<file path="src/rtl/sltks_ram.sv">
module sltks_ram #(
	parameter int WIDTH = 8,
	parameter int DEPTH = 8
) (
	input  logic                     clk,
	input  logic                     we,
	input  logic [$clog2(DEPTH)-1:0] waddr,
	input  logic [WIDTH-1:0]         wdata,
	input  logic [$clog2(DEPTH)-1:0] raddr,
	output logic [WIDTH-1:0]         rdata
);

	logic [WIDTH-1:0] mem [DEPTH];

	always_ff @(posedge clk) begin
		if (we) begin
			mem[waddr] <= wdata;
		end
		rdata <= mem[raddr];
	end

endmodule

</file>
<file path="config.mk">
export PLATFORM = sky130hd
export DESIGN_NAME = sltks_ram
export DESIGN_NICKNAME = d
export VERILOG_FILES = /design/src/rtl/sltks_ram.sv
export SDC_FILE = /design/constraint.sdc
export NUM_CORES = 1
export LEC_CHECK = 0
export ABC_AREA = 1
export CAP_MARGIN = 20
export CELL_PAD_IN_SITES_DETAIL_PLACEMENT = 0
export CELL_PAD_IN_SITES_GLOBAL_PLACEMENT = 1
export CORE_MARGIN = 5
export CORE_UTILIZATION = 44
export DETAILED_ROUTE_END_ITERATION = 7
export DONT_BUFFER_PORTS = 1
export PLACE_DENSITY_LB_ADDON = 0.05
export SYNTH_ARGS = -nofsm -noshare
export SYNTH_HDL_FRONTEND = slang
export SYNTH_SLANG_ARGS = --single-unit
export TNS_END_PERCENT = 30
</file>
<file path="constraint.sdc">
create_clock -name clk -period 1 [get_ports clk]
set_input_delay 0.2 -clock clk [delete_from_list [all_inputs] [get_ports clk]]
set_output_delay 0.2 -clock clk [all_outputs]
set_load 0.02 [all_outputs]
</file>
==> metrics.md <==
| Metric | Value |
|---|---|
| Largest net degree at the start of global routing | 34 |
| I/O Buffers | 0 |
| Critical path class | register to primary output |
| Chip Width | ~93 µm |
| Fin crit period | 962.9 ps |
| Multi-input gate area | 603.1 µm² |
| Final Net Count | approximately 340 |
| Worst slew margin relative to its limit | 0.7065 |
| WP data required | 800 ps |
| CTS Buf Count | 9 |
| Setup crit start kind | register |
| Place WS | -12.23 ps |
| CORE AREA | slightly below 0.007 mm² |
| Vias per cell | 4.690 |
| Syn Inst Count | 303 |
| Clk pwr share | 0.363 |
| Final period utilization | 0.9629 |
| Crit path max fanout | 1 |
| Initial antenna violation count | 0 |
| Starting Density | 0.4515 |
| Global-route wire length before repair | 10290 µm |
| Vias in the first global route | 1907 |
| Syn. warnings | 0 |
| Iter 0 DRT Violations | 107 |
| DR WL/cell | 16.30 µm |
| Clock Pin Slew Worst Setup and Hold Paths | around 70 ps |
| Detailed-route DRC error count | 0 |
| Vias | 1904 |
| Sequential area share after synthesis | 0.6825 |
| Synthesis-to-layout area growth | 12.14% |
| Fraction of synthesized area in multiplexers | 0 |
| CTS Buffer Depth | 2 |
| Mapped cell area | 0.003050 mm² |
| P_leak | 1.581 nW |
| Outcome | completed |
| Total iterations of the first detailed-routing run | 4 |
| Sw frac | 0.2188 |
| Post-route setup TNS | 0 ps |
| Syn Nets | around 320 |
| Distinct cells, synth | 11 |
| Post-Synth XOR/XNOR Area | 0 |
| Top Ports | 24 |
| Share of layout cells above drive strength 1 | 0.09509 |
| Hold slack final | approximately 16 ps |
| DIE HEIGHT | 93.27 µm |
| Grt ovf | 0 |
| Storage cell area | around 0.0021 mm² |
| P_int | 4.727 mW |
| H-tree depth | 3 |
| PnR Total Power | 6.051 mW |
| Pwr dens | 1769 mW/mm² |
| Clock tree sinks | between 70 and 80 |
| Skew final | about 6.6 ps |
| Max Cap Viol | 0 |
| Post-Place Cells | between 300 and 400 |
| Detail Route Antenna Nets | 0 |
| VDD IR max | approximately 0.89 mV |
| Flop pwr share | 0.574 |
| Die ar. | about 0.0087 mm² |
| Synthesized area per cell | around 10 µm² |
| Seq cells post-synth | 72 |
| Final setup viols | 0 |
| Part of the power in combinational logic | 0.063 |
| Antenna diodes | 0 |
| Hold Fails Final Rpt | 0 |
| Routed wire length | 6617 µm |
| RSZ-0062 raised after global routing | no |
| Clock Latency Late Sink | about 330 ps |
| HPWL after DPL | between 4000 and 5000 µm |
| Total GRT Usage | 0.1678 |
| CTS tree | done |
| Fmax | 1.038 GHz |
| Adder-cell share of the synthesized area | 0 |
| Rows | 30 |
| CTS root buf | clkbuf_8 |
| Hold crit path type | primary input to register |
| Worst setup margin | 37.06 ps |
| Final non-filler cell total | 406 |
| Post-synthesis compound-gate area fraction | 0 |
| Switching Power | 1.324 mW |
| Setup crit end kind | primary output |
| Worst Tran Pin Value | 438.7 ps |
| Fill cells | 649 |
| Main combinational cell family by area after synthesis | simple AND/OR/NAND/NOR gates |
| Crit path DAT | 760 ps |
| GP Congestion | 0.7743 |
| Max Slew Vio Count | 0 |
| Simple-gate share of the synthesized area | 0.1977 |
-- metrics by stage --
step           utilization  area (µm²)
2_1_floorplan            -        3050
3_3_place_gp        0.4644        3138
3_5_place_dp        0.4644        3138
4_1_cts             0.5054        3415
5_1_grt             0.5063        3421
6_report            0.5063        3421
-- power groups by stage --
stage                     combinational [mW]  sequential (mW)  clock [mW]
after floorplan                        0.268             3.53           0
after global placement                 0.307             3.54           0
after detailed placement               0.307             3.54           0
after CTS                              0.395             3.47        2.25
after global routing                   0.442             3.48        2.39
final                                  0.383             3.47        2.20
-- placed cells by master (no fill, tap or decap), drive strengths merged --
cell         Yosys  layout
nand2          110     110
inv             70      70
edfxtp          64      64
nand3           32      32
clkbuf           0      11
buf             11      10
dlygate4sd3      0       9
nor2             8       8
dfxtp            8       8
clkinv           0       3
bufinv           0       1
-- repair_timing --
item,in CTS,in global routing
buffers inserted,0,0
endpoints found under the hold margin,70,0
hold buffers,9,0
setup endpoints to repair,0,5
resized for setup,0,5
-- registers in the layout, indices dropped and copies added, names as in the netlist --
name / cells
rdata: 8
mem: 64
-- area by class of cell --
cell class | count | share of cell area
Multi-Input combinational cell | 150 | 0.1763
Inverter | 70 | 0.07754
Clock inverter | 4 | 0.01317
Timing Repair Buffer | 19 | 0.05194
Tap cell | 80 | 0.02926
Clock buffer | 11 | 0.04133
Sequential cell | 72 | 0.6105
-- final timing paths --
path / cells after the start / slack (ps) / endpoint / start
hold / removal: 2 / 20 / rdata[6]$_DFF_P_ / raddr[2]
setup / recovery: 0 / 40 / rdata[4] / rdata[4]$_DFF_P_
setup reg to reg: 6 / 120 / rdata[1]$_DFF_P_ / mem[1][1]$_DFFE_PP_
hold reg to reg: 6 / 640 / rdata[7]$_DFF_P_ / mem[7][7]$_DFFE_PP_
-- per-layer routing --
layer  vias to the layer above  routed length [µm]  track usage
li1                        966                   -            -
met1                       892                2836       0.2028
met2                        32                3373       0.2829
met3                        14                 257      0.03942
met4                         0                 150      0.07692
met5                         -                   0            0
-- cells in the mapped netlist --
cell,instances,share of area
buf_6,6,0.022
dfxtp_1,8,0.053
nand3_1,32,0.053
nor2_1,8,0.0098
buf_4,3,0.0074
inv_4,1,0.0021
inv_2,1,0.0012
nand2_1,110,0.14
edfxtp_1,64,0.63
buf_2,2,0.0033
inv_1,68,0.084
-- cell families after synthesis --
group / Yosys count
DFF: 72
and+or+nand+nor: 150
buffers and inverters: 81
Note: power is estimated with default switching activity, not from simulation.
